===== src/page_buffer_lru_pin_manager_assert.svh =====
// Assertion macros for the page buffer LRU pin manager.
// Used by the top level; depends on clk and rst_n in the including scope.
`ifndef PAGE_BUFFER_LRU_PIN_MANAGER_ASSERT_SVH
`define PAGE_BUFFER_LRU_PIN_MANAGER_ASSERT_SVH

`define PBLRU_ASSERT(label, prop, msg) \
  label: assert property (@(posedge clk) disable iff (!rst_n) prop) else $error(msg);

`define PBLRU_ASSERT_IMPL(label, lhs, rhs, msg) \
  label: assert property (@(posedge clk) disable iff (!rst_n) (lhs) |-> (rhs)) else $error(msg);

`endif


===== src/pblru_pkg.sv =====
`timescale 1ns / 1ps
// Shared types and codes of the page buffer LRU pin manager.
// No dependencies.
package pblru_pkg;

  localparam int POS_BITS = 6;

  typedef enum logic [2:0] {
    OP_LOAD, OP_PIN, OP_UNPIN, OP_DIRTY, OP_FORCE_PAGE, OP_FORCE_FILE,
    OP_REL_FILE, OP_REL_ALL
  } op_t;

  typedef enum logic [2:0] {
    ST_HIT, ST_MISS, ST_WRITEBACK, ST_DONE, ST_NOTFOUND, ST_NOFRAME
  } status_t;

  typedef struct packed {
    logic        valid;
    logic        pinned;
    logic        dirty;
    logic [3:0]  file;
    logic [15:0] page;
  } ent_t;

  typedef struct packed {
    logic                en;
    logic [POS_BITS-1:0] lo;
    logic [POS_BITS-1:0] hi;
    ent_t                ent;
  } cmd_t;

endpackage


===== src/pblru_cell.sv =====
`timescale 1ns / 1ps
// One frame cell of the recency chain: holds an entry, shifts from its upper neighbor.
// Depends on pblru_pkg.
module pblru_cell import pblru_pkg::*; #(
  parameter int IDX = 0
) (
  input  logic        clk,
  input  logic        rst_n,
  input  cmd_t        cmd,
  input  logic [3:0]  key_file_i,
  input  logic [15:0] key_page_i,
  input  ent_t        up_i,
  output ent_t        ent_o,
  output logic        hit_o
);

  localparam logic [POS_BITS-1:0] MY = POS_BITS'(IDX);

  ent_t ent_r;
  ent_t ent_nxt;

  always_comb begin
    ent_nxt = ent_r;
    if (cmd.en) begin
      if (MY == cmd.hi) begin
        ent_nxt = cmd.ent;
      end else if (MY >= cmd.lo && MY < cmd.hi) begin
        ent_nxt = up_i;
      end
    end
  end

  always_ff @(posedge clk) begin
    if (!rst_n) begin
      ent_r <= '0;
    end else begin
      ent_r <= ent_nxt;
    end
  end

  assign ent_o = ent_r;
  assign hit_o = ent_r.valid && ent_r.file == key_file_i && ent_r.page == key_page_i;

endmodule


===== src/page_buffer_lru_pin_manager.sv =====
`timescale 1ns / 1ps
// Page buffer frame manager with LRU replacement and pinning; top level.
// Depends on pblru_pkg, pblru_cell and page_buffer_lru_pin_manager_assert.svh.
// Frames sit in a chain of cells ordered by recency, the least recently used at
// cell 0. A page request executes after acceptance and, when it also reports a
// write-back, issues a second beat. A file-wide request visits every resident
// frame once, one per cycle, then issues a final beat. Each step stalls while the
// result register waits on out_ready. A new request is taken once the previous
// one has issued its final beat.
module page_buffer_lru_pin_manager import pblru_pkg::*; #(
  parameter int FRAMES    = 16,
  parameter int FILES     = 16,
  parameter int PAGE_BITS = 16
) (
  input  logic        clk,
  input  logic        rst_n,
  input  logic        in_valid,
  output logic        in_ready,
  input  logic [2:0]  in_opcode,
  input  logic [3:0]  in_file_id,
  input  logic [15:0] in_page_num,
  output logic        out_valid,
  input  logic        out_ready,
  output logic [2:0]  out_status,
  output logic [3:0]  out_file,
  output logic [15:0] out_page,
  output logic        out_last
);

  `include "page_buffer_lru_pin_manager_assert.svh"

  typedef enum logic [1:0] {S_IDLE, S_EXEC, S_FIN, S_WALK} state_t;

  localparam logic [POS_BITS-1:0] FULL = POS_BITS'(FRAMES);
  localparam logic [POS_BITS-1:0] TOPF = POS_BITS'(FRAMES - 1);

  state_t              state_r, state_nxt;
  op_t                 op_r;
  logic [3:0]          file_r;
  logic [15:0]         page_r;
  logic [POS_BITS-1:0] count_r, count_nxt;
  logic [POS_BITS-1:0] ptr_r, ptr_nxt;
  logic [POS_BITS-1:0] left_r, left_nxt;
  status_t             fin_r, fin_nxt;
  logic                out_valid_r;
  status_t             out_status_r;
  logic [3:0]          out_file_r;
  logic [15:0]         out_page_r;
  logic                out_last_r;

  cmd_t                cmd;
  ent_t                ents [FRAMES];
  logic [FRAMES-1:0]   hits;
  logic [FRAMES-1:0]   valids;

  logic                can_emit, em;
  status_t             em_status;
  logic [3:0]          em_file;
  logic [15:0]         em_page;
  logic                em_last;

  logic                hit_any, vic_any, ok, match;
  logic [POS_BITS-1:0] hpos, vpos, top_pos;
  ent_t                hent, vent, cent, newent;

  for (genvar k = 0; k < FRAMES; k++) begin : g_cell
    ent_t up;
    if (k == FRAMES - 1) begin : g_top
      assign up = '0;
    end else begin : g_mid
      assign up = ents[k+1];
    end
    pblru_cell #(.IDX(k)) u_cell (
      .clk        (clk),
      .rst_n      (rst_n),
      .cmd        (cmd),
      .key_file_i (file_r),
      .key_page_i (page_r),
      .up_i       (up),
      .ent_o      (ents[k]),
      .hit_o      (hits[k])
    );
    assign valids[k] = ents[k].valid;
  end

  always_comb begin
    hit_any = 1'b0;
    vic_any = 1'b0;
    hpos    = '0;
    vpos    = '0;
    hent    = '0;
    vent    = '0;
    cent    = '0;
    for (int k = FRAMES - 1; k >= 0; k--) begin
      if (hits[k]) begin
        hit_any = 1'b1;
        hpos    = POS_BITS'(k);
        hent    = ents[k];
      end
      if (ents[k].valid && !ents[k].pinned) begin
        vic_any = 1'b1;
        vpos    = POS_BITS'(k);
        vent    = ents[k];
      end
      if (POS_BITS'(k) == ptr_r) begin
        cent = ents[k];
      end
    end
  end

  assign ok = (32'(file_r) < FILES) &&
              ((PAGE_BITS >= 16) || ((32'(page_r) >> PAGE_BITS) == 32'd0));
  assign top_pos  = count_r - 1'b1;
  assign can_emit = !out_valid_r || out_ready;
  assign match    = (op_r == OP_REL_ALL) || ((32'(file_r) < FILES) && cent.file == file_r);

  always_comb begin
    newent        = '0;
    newent.valid  = 1'b1;
    newent.pinned = 1'b1;
    newent.file   = file_r;
    newent.page   = page_r;
  end

  always_comb begin
    state_nxt    = state_r;
    count_nxt    = count_r;
    ptr_nxt      = ptr_r;
    left_nxt     = left_r;
    fin_nxt      = fin_r;
    cmd          = '0;
    em           = 1'b0;
    em_status    = ST_DONE;
    em_file      = file_r;
    em_page      = page_r;
    em_last      = 1'b1;
    unique case (state_r)
      S_IDLE: begin
        if (in_valid) state_nxt = S_EXEC;
      end
      S_EXEC: begin
        if (can_emit) begin
          state_nxt = S_IDLE;
          if (op_r == OP_FORCE_FILE || op_r == OP_REL_FILE || op_r == OP_REL_ALL) begin
            ptr_nxt   = '0;
            left_nxt  = count_r;
            state_nxt = S_WALK;
          end else if (!ok || !hit_any) begin
            em = 1'b1;
            if (op_r == OP_LOAD && ok) begin
              if (count_r == FULL) begin
                if (!vic_any) begin
                  em_status = ST_NOFRAME;
                end else begin
                  cmd.en  = 1'b1;
                  cmd.lo  = vpos;
                  cmd.hi  = TOPF;
                  cmd.ent = newent;
                  if (vent.dirty) begin
                    em_status = ST_WRITEBACK;
                    em_file   = vent.file;
                    em_page   = vent.page;
                    em_last   = 1'b0;
                    fin_nxt   = ST_MISS;
                    state_nxt = S_FIN;
                  end else begin
                    em_status = ST_MISS;
                  end
                end
              end else begin
                cmd.en    = 1'b1;
                cmd.lo    = count_r;
                cmd.hi    = count_r;
                cmd.ent   = newent;
                count_nxt = count_r + 1'b1;
                em_status = ST_MISS;
              end
            end else begin
              em_status = ST_NOTFOUND;
            end
          end else begin
            em      = 1'b1;
            cmd.en  = 1'b1;
            cmd.lo  = hpos;
            cmd.hi  = hpos;
            cmd.ent = hent;
            priority case (op_r)
              OP_LOAD: begin
                cmd.hi    = top_pos;
                em_status = ST_HIT;
              end
              OP_PIN:   cmd.ent.pinned = 1'b1;
              OP_UNPIN: cmd.ent.pinned = 1'b0;
              OP_DIRTY: cmd.ent.dirty  = 1'b1;
              default: begin
                cmd.hi        = top_pos;
                cmd.ent.dirty = 1'b0;
                if (hent.dirty) begin
                  em_status = ST_WRITEBACK;
                  em_last   = 1'b0;
                  fin_nxt   = ST_DONE;
                  state_nxt = S_FIN;
                end
              end
            endcase
          end
        end
      end
      S_FIN: begin
        if (can_emit) begin
          em        = 1'b1;
          em_status = fin_r;
          state_nxt = S_IDLE;
        end
      end
      S_WALK: begin
        if (can_emit) begin
          if (left_r == '0) begin
            em        = 1'b1;
            em_file   = (op_r == OP_REL_ALL) ? 4'd0 : file_r;
            em_page   = '0;
            state_nxt = S_IDLE;
          end else begin
            left_nxt = left_r - 1'b1;
            if (match) begin
              if (cent.dirty) begin
                em        = 1'b1;
                em_status = ST_WRITEBACK;
                em_file   = cent.file;
                em_page   = cent.page;
                em_last   = 1'b0;
              end
              cmd.en = 1'b1;
              cmd.lo = ptr_r;
              cmd.hi = top_pos;
              if (op_r == OP_FORCE_FILE) begin
                cmd.ent       = cent;
                cmd.ent.dirty = 1'b0;
              end else begin
                cmd.ent   = '0;
                count_nxt = count_r - 1'b1;
              end
            end else begin
              ptr_nxt = ptr_r + 1'b1;
            end
          end
        end
      end
      default: state_nxt = S_IDLE;
    endcase
  end

  always_ff @(posedge clk) begin
    if (!rst_n) begin
      state_r     <= S_IDLE;
      count_r     <= '0;
      ptr_r       <= '0;
      left_r      <= '0;
      fin_r       <= ST_DONE;
      out_valid_r <= 1'b0;
    end else begin
      state_r <= state_nxt;
      count_r <= count_nxt;
      ptr_r   <= ptr_nxt;
      left_r  <= left_nxt;
      fin_r   <= fin_nxt;
      if (out_valid_r && out_ready) out_valid_r <= 1'b0;
      if (em) out_valid_r <= 1'b1;
    end
  end

  always_ff @(posedge clk) begin
    if (state_r == S_IDLE && in_valid) begin
      op_r   <= op_t'(in_opcode);
      file_r <= in_file_id;
      page_r <= in_page_num;
    end
    if (em) begin
      out_status_r <= em_status;
      out_file_r   <= em_file;
      out_page_r   <= em_page;
      out_last_r   <= em_last;
    end
  end

  assign in_ready   = (state_r == S_IDLE);
  assign out_valid  = out_valid_r;
  assign out_status = out_status_r;
  assign out_file   = out_file_r;
  assign out_page   = out_page_r;
  assign out_last   = out_last_r;

  `PBLRU_ASSERT(a_count_range, count_r <= FULL, "resident count exceeds frames")
  `PBLRU_ASSERT(a_count_valid, $countones(valids) == 32'(count_r), "count and valid cells disagree")
  `PBLRU_ASSERT(a_hit_unique, $onehot0(hits), "page resident in more than one frame")
  `PBLRU_ASSERT_IMPL(a_wb_not_last, out_valid_r && out_status_r == ST_WRITEBACK, !out_last_r,
    "write-back beat marked last")

endmodule


===== config.mk =====
export PLATFORM = sky130hd
export DESIGN_NAME = page_buffer_lru_pin_manager
export DESIGN_NICKNAME = d
export VERILOG_FILES = /design/src/pblru_pkg.sv /design/src/pblru_cell.sv /design/src/page_buffer_lru_pin_manager.sv
export VERILOG_INCLUDE_DIRS = /design/src /design/src/src
export SDC_FILE = /design/constraint.sdc
export NUM_CORES = 2
export LEC_CHECK = 0
export ABC_CLOCK_PERIOD_IN_PS = 4360
export BUFFER_PORTS_ARGS = -buffer_cell sky130_fd_sc_hd__clkbuf_2
export CELL_PAD_IN_SITES_DETAIL_PLACEMENT = 0
export CELL_PAD_IN_SITES_GLOBAL_PLACEMENT = 1
export CORE_UTILIZATION = 40
export DETAILED_ROUTE_END_ITERATION = 8
export GPL_ROUTABILITY_DRIVEN = 0
export HOLD_SLACK_MARGIN = 0.08
export PLACE_DENSITY_LB_ADDON = 0.1
export SYNTH_ARGS = -nofsm -noshare
export SYNTH_HDL_FRONTEND = slang
export SYNTH_SLANG_ARGS = --single-unit

===== constraint.sdc =====
create_clock -name clk -period 4.36 [get_ports clk]
set_input_delay 0.436 -clock clk [delete_from_list [all_inputs] [get_ports clk]]
set_output_delay 0.436 -clock clk [all_outputs]
set_load 0.02 [all_outputs]

======== Word level (Yosys, flattened, before mapping) ========
Cells that the tools add are included.
word-level totals
  bits in registers ....................... 439
  input port bits ......................... 27
  logic and storage cells ................. 621
cells by class
  add/sub/neg operators ................... 4
  $lt $le $gt $ge ......................... 32
  equality and inequality tests ........... 89
  mux-type cells .......................... 264
  bitwise logic cells ..................... 1
  reductions and logical operators ........ 138
operator list
  kind                                                                                count
  23-bit two-way mux                                                                  65
  21-bit two-way mux                                                                  16
  36-bit two-way mux                                                                  9
  6-bit two-way mux                                                                   48
  16-bit equality test                                                                16
  16-bit two-way mux                                                                  11
  4-bit by 6-bit equality test with 1-bit output, first input constant                16
  36-bit one-hot mux with 2 select lines                                              1
  4-bit equality test                                                                 17
  1-bit logical AND                                                                   66
  4-bit two-way mux                                                                   15
  1-bit two-way mux                                                                   59
  3-bit by 6-bit equality test with 1-bit output, first input constant                8
  4-bit by 6-bit greater-or-equal comparator with 1-bit output, first input constant  8
  4-bit by 6-bit < comparator with 1-bit output, first input constant                 8
  2-bit nonzero test                                                                  22
  3-bit two-way mux                                                                   14
  6-bit one-hot mux with 2 select lines                                               3
  16-bit one-hot mux with 2 select lines                                              1
  2-bit AND reduction                                                                 16
  2-bit != test, second input constant                                                15
  2-bit two-way mux                                                                   14
  2-bit by 6-bit equality test with 1-bit output, first input constant                4
  3-bit by 6-bit greater-or-equal comparator with 1-bit output, first input constant  4
  other kinds (33)                                                                    72

======== Logic depth before layout (Yosys ltp) ========
  depth in word-level cells ............... 29
  gate-level depth with buffers ........... 20
  gate-level depth less buffers ........... 15

======== Hierarchy ========
Synthesis repeated with hierarchy kept, for this count alone.
second synthesis, totals
  cells, all modules ...................... 4,381
  area total of the unflattened synthesis .. 36,268.5 um2
modules (own cells, without submodules)
  module                           instances  cells each  area an instance (um2)
  page_buffer_lru_pin_manager      1          2,053       13,865.8
  pblru_cell at g_cell[8].u_cell   1          166         1,525.2
  pblru_cell at g_cell[9].u_cell   1          168         1,515.2
  pblru_cell at g_cell[10].u_cell  1          165         1,511.4
  pblru_cell at g_cell[14].u_cell  1          168         1,490.2
  pblru_cell at g_cell[5].u_cell   1          164         1,480.2
  pblru_cell at g_cell[6].u_cell   1          168         1,461.4
  pblru_cell at g_cell[12].u_cell  1          189         1,455.1
  pblru_cell at g_cell[13].u_cell  1          165         1,443.9
  pblru_cell at g_cell[11].u_cell  1          135         1,393.8
  pblru_cell at g_cell[7].u_cell   1          139         1,393.8
  pblru_cell at g_cell[3].u_cell   1          109         1,363.8
  pblru_cell at g_cell[4].u_cell   1          117         1,332.5
  pblru_cell at g_cell[2].u_cell   1          139         1,322.5
  3 more rows                      -          -           -

======== Least setup slack after synthesis ========
OpenSTA, ideal clock, no wires.
  path type ............................... register -> register
  from .................................... register ptr_r[0]
  to ...................................... register g_cell[12].u_cell.ent_r, in the netlist g_cell[12].u_cell.ent_o[0]
  library setup time ...................... 0.133 ns
  arrival time ............................ 3.923 ns
  path slack .............................. 0.305 ns
  cell stages (with the launch flop) ...... 20
  buffers on the path ..................... 5
  cells stage by stage .................... dfxtp_1 -> inv_1 -> ha_1 -> clkbuf_1 -> buf_1 -> nand2_1 -> mux2i_1 -> a2111oi_0 -> a211oi_1 -> nand3b_1 -> nand3b_2 -> nand2_2 -> buf_6 -> a211oi_4 -> buf_6 -> nor2_1 -> o211ai_4 -> buf_6 -> mux2i_1 -> a21oi_1
on the way
  cells in the longest elaborated chain, start to end .. 27
  elaborated cells between the ends (all ways) .. 46
  those cells by class .................... 2 x order compare; 17 x eq/ne; 22 x mux; 5 x reduce/logical
RTL lines
  what                                                                                                                           RTL line                            RTL
  start, declared                                                                                                                page_buffer_lru_pin_manager.sv:42   logic [POS_BITS-1:0] ptr_r, ptr_nxt;
  start signal, assigned                                                                                                         page_buffer_lru_pin_manager.sv:264  ptr_r <= ptr_nxt;
  4-bit by 6-bit equality test with 1-bit output                                                                                 page_buffer_lru_pin_manager.sv:105  if (POS_BITS'(k) == ptr_r) begin
  23-bit two-way mux (16 in series)                                                                                              page_buffer_lru_pin_manager.sv:105
  4-bit equality test                                                                                                            page_buffer_lru_pin_manager.sv:115  assign match = (op_r == OP_REL_ALL) || ((32'(file_r) < FILES) && cent.file == file_r);
  1-bit logical OR                                                                                                               page_buffer_lru_pin_manager.sv:115
  36-bit two-way mux (*)                                                                                                         page_buffer_lru_pin_manager.sv:225  if (match) begin
  36-bit two-way mux (*)                                                                                                         page_buffer_lru_pin_manager.sv:218  if (left_r == '0) begin
  36-bit two-way mux (*)                                                                                                         page_buffer_lru_pin_manager.sv:217  if (can_emit) begin
  36-bit one-hot mux with 2 select lines (*)                                                                                     page_buffer_lru_pin_manager.sv:137  unique case (state_r)
  4-bit by 6-bit greater-or-equal comparator with 1-bit output or 4-bit by 6-bit < comparator with 1-bit output (tied branches)  pblru_cell.sv:27                    end else if (MY >= cmd.lo && MY < cmd.hi) begin
  1-bit logical AND                                                                                                              pblru_cell.sv:27
  2-bit nonzero test (no source line)                                                                                            -
  2-bit AND reduction (no source line)                                                                                           -
  end signal, assigned                                                                                                           pblru_cell.sv:37                    ent_r <= ent_nxt;
  end, declared                                                                                                                  pblru_cell.sv:19                    ent_t ent_r;
Every way passes the cells marked *; elsewhere a longest branch is shown, timed or not.
A chain may end at the register's enable or synchronous reset.

======== Worst setup path in the final report ========
  from .................................... register file_r[3]
  to ...................................... register g_cell[15].u_cell.ent_r, in the netlist g_cell[15].u_cell.ent_o[20]
on the way
  cells in the longest elaborated chain, start to end .. 28
  elaborated cells between the ends (all ways) .. 114
  those cells by class .................... 2 x order compare; 18 x eq/ne; 58 x mux; 36 x reduce/logical
RTL lines
  what                                           RTL line                            RTL
  start, declared                                page_buffer_lru_pin_manager.sv:39   logic [3:0] file_r;
  start signal, assigned                         page_buffer_lru_pin_manager.sv:275  file_r <= in_file_id;
  4-bit equality test                            pblru_cell.sv:42                    assign hit_o = ent_r.valid && ent_r.file == key_file_i && ent_r.page == key_page_i;
  1-bit logical AND (2 in series)                pblru_cell.sv:42
  4-bit two-way mux (2 in series)                page_buffer_lru_pin_manager.sv:95   if (hits[k]) begin
  6-bit two-way mux (14 in series)               page_buffer_lru_pin_manager.sv:95
  6-bit two-way mux                              page_buffer_lru_pin_manager.sv:187  priority case (op_r)
  36-bit two-way mux                             page_buffer_lru_pin_manager.sv:148  end else if (!ok || !hit_any) begin
  36-bit two-way mux                             page_buffer_lru_pin_manager.sv:144  if (op_r == OP_FORCE_FILE || op_r == OP_REL_FILE || op_r == OP_REL_ALL) begin
  36-bit two-way mux                             page_buffer_lru_pin_manager.sv:142  if (can_emit) begin
  36-bit one-hot mux with 2 select lines (*)     page_buffer_lru_pin_manager.sv:137
  4-bit by 6-bit < comparator with 1-bit output  pblru_cell.sv:27
  1-bit logical AND                              pblru_cell.sv:27
  2-bit nonzero test (no source line)            -
  2-bit AND reduction (no source line)           -
  end signal, assigned                           pblru_cell.sv:37
  end, declared                                  pblru_cell.sv:19
Marks and branches as above.

==> results.ini <==
[critical_path]
start_kind=flop
cp.arrival_ns=5.22
ff2ff_setup_slack_ns=-0.31
r2r_start=file_r[3]$_DFFE_PP_
cp_cell_sequence=buf_12, buf_4, xnor2_1, and4_1, nand4_1, nor2_2, nor4_4, nand4_4, buf_6, buf_6, o21a_1, buf_6, nand3_2, a221o_1, buf_6, nor4_4, buf_4, a21oi_4, buf_12, clkbuf_16, a21oi_1, nor2_1
worstReg2RegEnd=g_cell[15].u_cell.ent_o[20]$_SDFFE_PN0P_
crit_family=simple AND/OR/NAND/NOR gates
worst_path_most_repeated_cell=buf_6
crit_path_max_incr_delay_ns=0.54
cp-end-kind=flop
crit_buf_inv=9
cp_slowest_cell=xnor2_1
critical_path_class=reg -> reg
required_ns=4.91
cp_max_fo=11
reg2regPathDepth=22

[routing]
drt-total-wl_mm=218
drtIter0Drc=6992
drc=0
ant_nets=0
dr.pass1.iters=6
routedWlPerCell_um=33.1
vias=44400
vias_per_cell=6.74

[final_layout]
area.growth.synth_to_final_pct=43.7
nets=5432
fin_cells=6587
drive_gt1_frac=0.318

[sta]
fin_hold_ws_ns=0.114
setup_ws_ns=-0.309
final.setup.tns_ns=-57.34
slew_headroom=0.299
fin_crit_sh=1.07
rsz0062_at_grt=true
worst_pin_slew_ns=1.05
fin_crit_ns=4.67
hold_viol=0
finalClockSkew_ns=0.0228
fmax_ghz=0.214
setup_viol=395
drv_slew=0

[grt]
busiest_layer=met2
met2_usage=0.691
grt_use_met3=0.149
antenna_found_initial=10
overflow=0
grt_use_total=0.477
grt_pass1_wl_mm=301
grt_max_degree=109
met1_usage=0.590
grt_pass1_vias=40100

[clock_tree]
h-tree-depth=2
cts_buffers=54
clkSinkCount=437
clockRootBuffer=clkbuf_16
clk_pin_slew_ns=0.06
clock_latency_ns=0.67
clock_tree.buffer_depth=3
cts_tree=yes

[synth]
ys_types=114
synthFlopType=dfxtp_1
synth_area_per_cell_sq_um=7.69
synth_cells=4468
ys_ff_latch=437
synth_area_sq_um=34400
synth.net_count=4502
synth-seq-area-share=0.268
synth_edf_count=47
yosysWarnings=0
ys_async_sr_fraction=0

[floorplan]
pin_count=53
die_h_um=295
fp.dieW_um=295
rows=107
core-area_sq_um=85100
initial_utilization=0.403
die_area_sq_um=87100

[flow_run]
maxCapViolCount=0

[hold_path]
worstHoldPathCells=3
min-delay-start=in_valid
min_path_type=in -> reg
hold_path_end=state_r[0]$_SDFFE_PN0P_

[placed_design]
place.port_buffers=52
dpl.hpwl_mm=163
dpl.cell_count=6372

[power_and_ir_drop]
p_total_mw=10.5
p_per_area_nw_per_um2=212
max-vdd-ir-drop_mv=0.328
p_leak_nw=20.0

[outcome]
violations=negative setup slack
status=complete, but fails checks

[synth_stat cells (79+ instances only)]
master / number / area [sq um]
nand2_1: 360 / 1350
dfxtp_1: 390 / 7810
a221oi_1: 109 / 955
a21oi_1: 361 / 1810
o22ai_1: 118 / 738
nor2_1: 383 / 1440
nand3_1: 79 / 395
clkbuf_1: 307 / 1150
o21ai_0: 351 / 1760
xnor2_1: 267 / 2340
a211oi_1: 110 / 826
nand4_1: 120 / 751
nor3_1: 102 / 510
mux2i_1: 260 / 2600
[per-layer routing]
layer / up-vias / part of all wire
met5: - / 0.00029
met4: 10 / 0.097
met3: 1041 / 0.13
met2: 3573 / 0.41
met1: 21100 / 0.37
li1: 18700 / -
[where the power goes]
part	leakage, nW	switching (mW)	internal [mW]	total [mW]
clock	0.904	2.12	2.83	4.95
combinational	15.5	0.802	0.551	1.35
sequential	3.58	0.0345	4.11	4.15
[how the worst max path moves through the flow]
stage | startpoint | endpoint | slack [ns] | cells past startpoint
6_report | file_r[3]$_DFFE_PP_ | g_cell[15].u_cell.ent_o[20]$_SDFFE_PN0P_ | -0.31 | 22
5_1_grt | ptr_r[0]$_SDFFE_PN0P_ | g_cell[14].u_cell.ent_o[6]$_SDFFE_PN0P_ | -0.38 | 21
4_1_cts | page_r[7]$_DFFE_PP_ | g_cell[14].u_cell.ent_o[17]$_SDFFE_PN0P_ | -0.15 | 21
3_5_place_dp | file_r[3]$_DFFE_PP_ | g_cell[6].u_cell.ent_o[0]$_SDFFE_PN0P_ | -0.77 | 18
3_3_place_gp | file_r[3]$_DFFE_PP_ | g_cell[6].u_cell.ent_o[8]$_SDFFE_PN0P_ | -0.74 | 18
2_1_floorplan | ptr_r[0]$_SDFFE_PN0P_ | g_cell[12].u_cell.ent_o[0]$_SDFFE_PN0P_ | 0.30 | 19
[final cells by class]
| type | count | area, sq um |
|---|---|---|
| Fill cell | 7942 | 35800 |
| Multi-Input combinational cell | 3570 | 25100 |
| Timing Repair Buffer | 1308 | 11700 |
| Sequential cell | 437 | 9230 |
| Clock buffer | 75 | 1550 |
| Tap cell | 1144 | 1430 |
| Clock inverter | 21 | 284 |
| Inverter | 27 | 101 |
| Antenna cell | 5 | 12.5 |
[repair_timing]
| action | 4_1_cts | 5_1_grt |
|---|---|---|
| buffers inserted | 33 | 45 |
| cloned | 5 | 12 |
| pin swaps | 50 | 72 |
| gates resized for setup | 166 | 270 |
| hold buffers | 22 | 0 |
| setup endpoints to repair | 423 | 417 |
| hold endpoints to repair | 22 | 0 |
[worst reg2reg max path, cell delays in order (launching register included)]
cell	delay [ns]
edfxtp_1	0.41
buf_12	0.17
buf_4	0.14
xnor2_1	0.54
and4_1	0.29
nand4_1	0.15
nor2_2	0.44
nor4_4	0.14
nand4_4	0.16
buf_6	0.13
buf_6	0.10
o21a_1	0.16
buf_6	0.11
nand3_2	0.07
a221o_1	0.37
buf_6	0.15
nor4_4	0.25
buf_4	0.17
a21oi_4	0.04
buf_12	0.14
clkbuf_16	0.19
a21oi_1	0.17
nor2_1	0.05
[flip-flops by register name, summed over array words and instances, names as in the netlist]
name                 count
count_r                  6
file_r                   4
fin_r                    1
g_cell.u_cell.ent_o    368
left_r                   6
op_r                     3
out_file                 4
out_last                 1
out_page                16
out_status               3
out_valid                1
page_r                  16
ptr_r                    6
state_r                  2
[cells by family after synthesis]
| group | synth area share |
|---|---|
| simple gates | 0.200 |
| buf+inv | 0.0604 |
| xor+xnor | 0.0846 |
| compound gates | 0.308 |
| mux | 0.0761 |
| fa+ha+maj | 0.00255 |
| flops | 0.268 |
[cells in the final DEF (no fill, tap or decap), types with 57 or more instances in the layout]
cell type / instances
a31oi_1: 63
nor3_1: 92
o22ai_1: 100
o21ai_0: 314
clkbuf_16: 66
o211ai_1: 69
nor2_1: 373
mux2i_1: 251
buf_12: 116
a221oi_1: 92
nand4_1: 120
a211oi_1: 97
o21ai_1: 57
dfxtp_1: 385
nand2_1: 354
a21oi_1: 352
nand3_1: 70
xnor2_1: 225
buf_4: 1049
[per-stage QoR]
step	worst slack (ns)	util	instance area, sq um
floorplan	0.305	-	34400
global placement	-0.738	0.518	44100
detailed placement	-0.768	0.518	44100
CTS	-0.155	0.558	47500
global route	-0.382	0.579	49300
finish	-0.309	0.580	49400
Power figures use the tool's default switching activity.
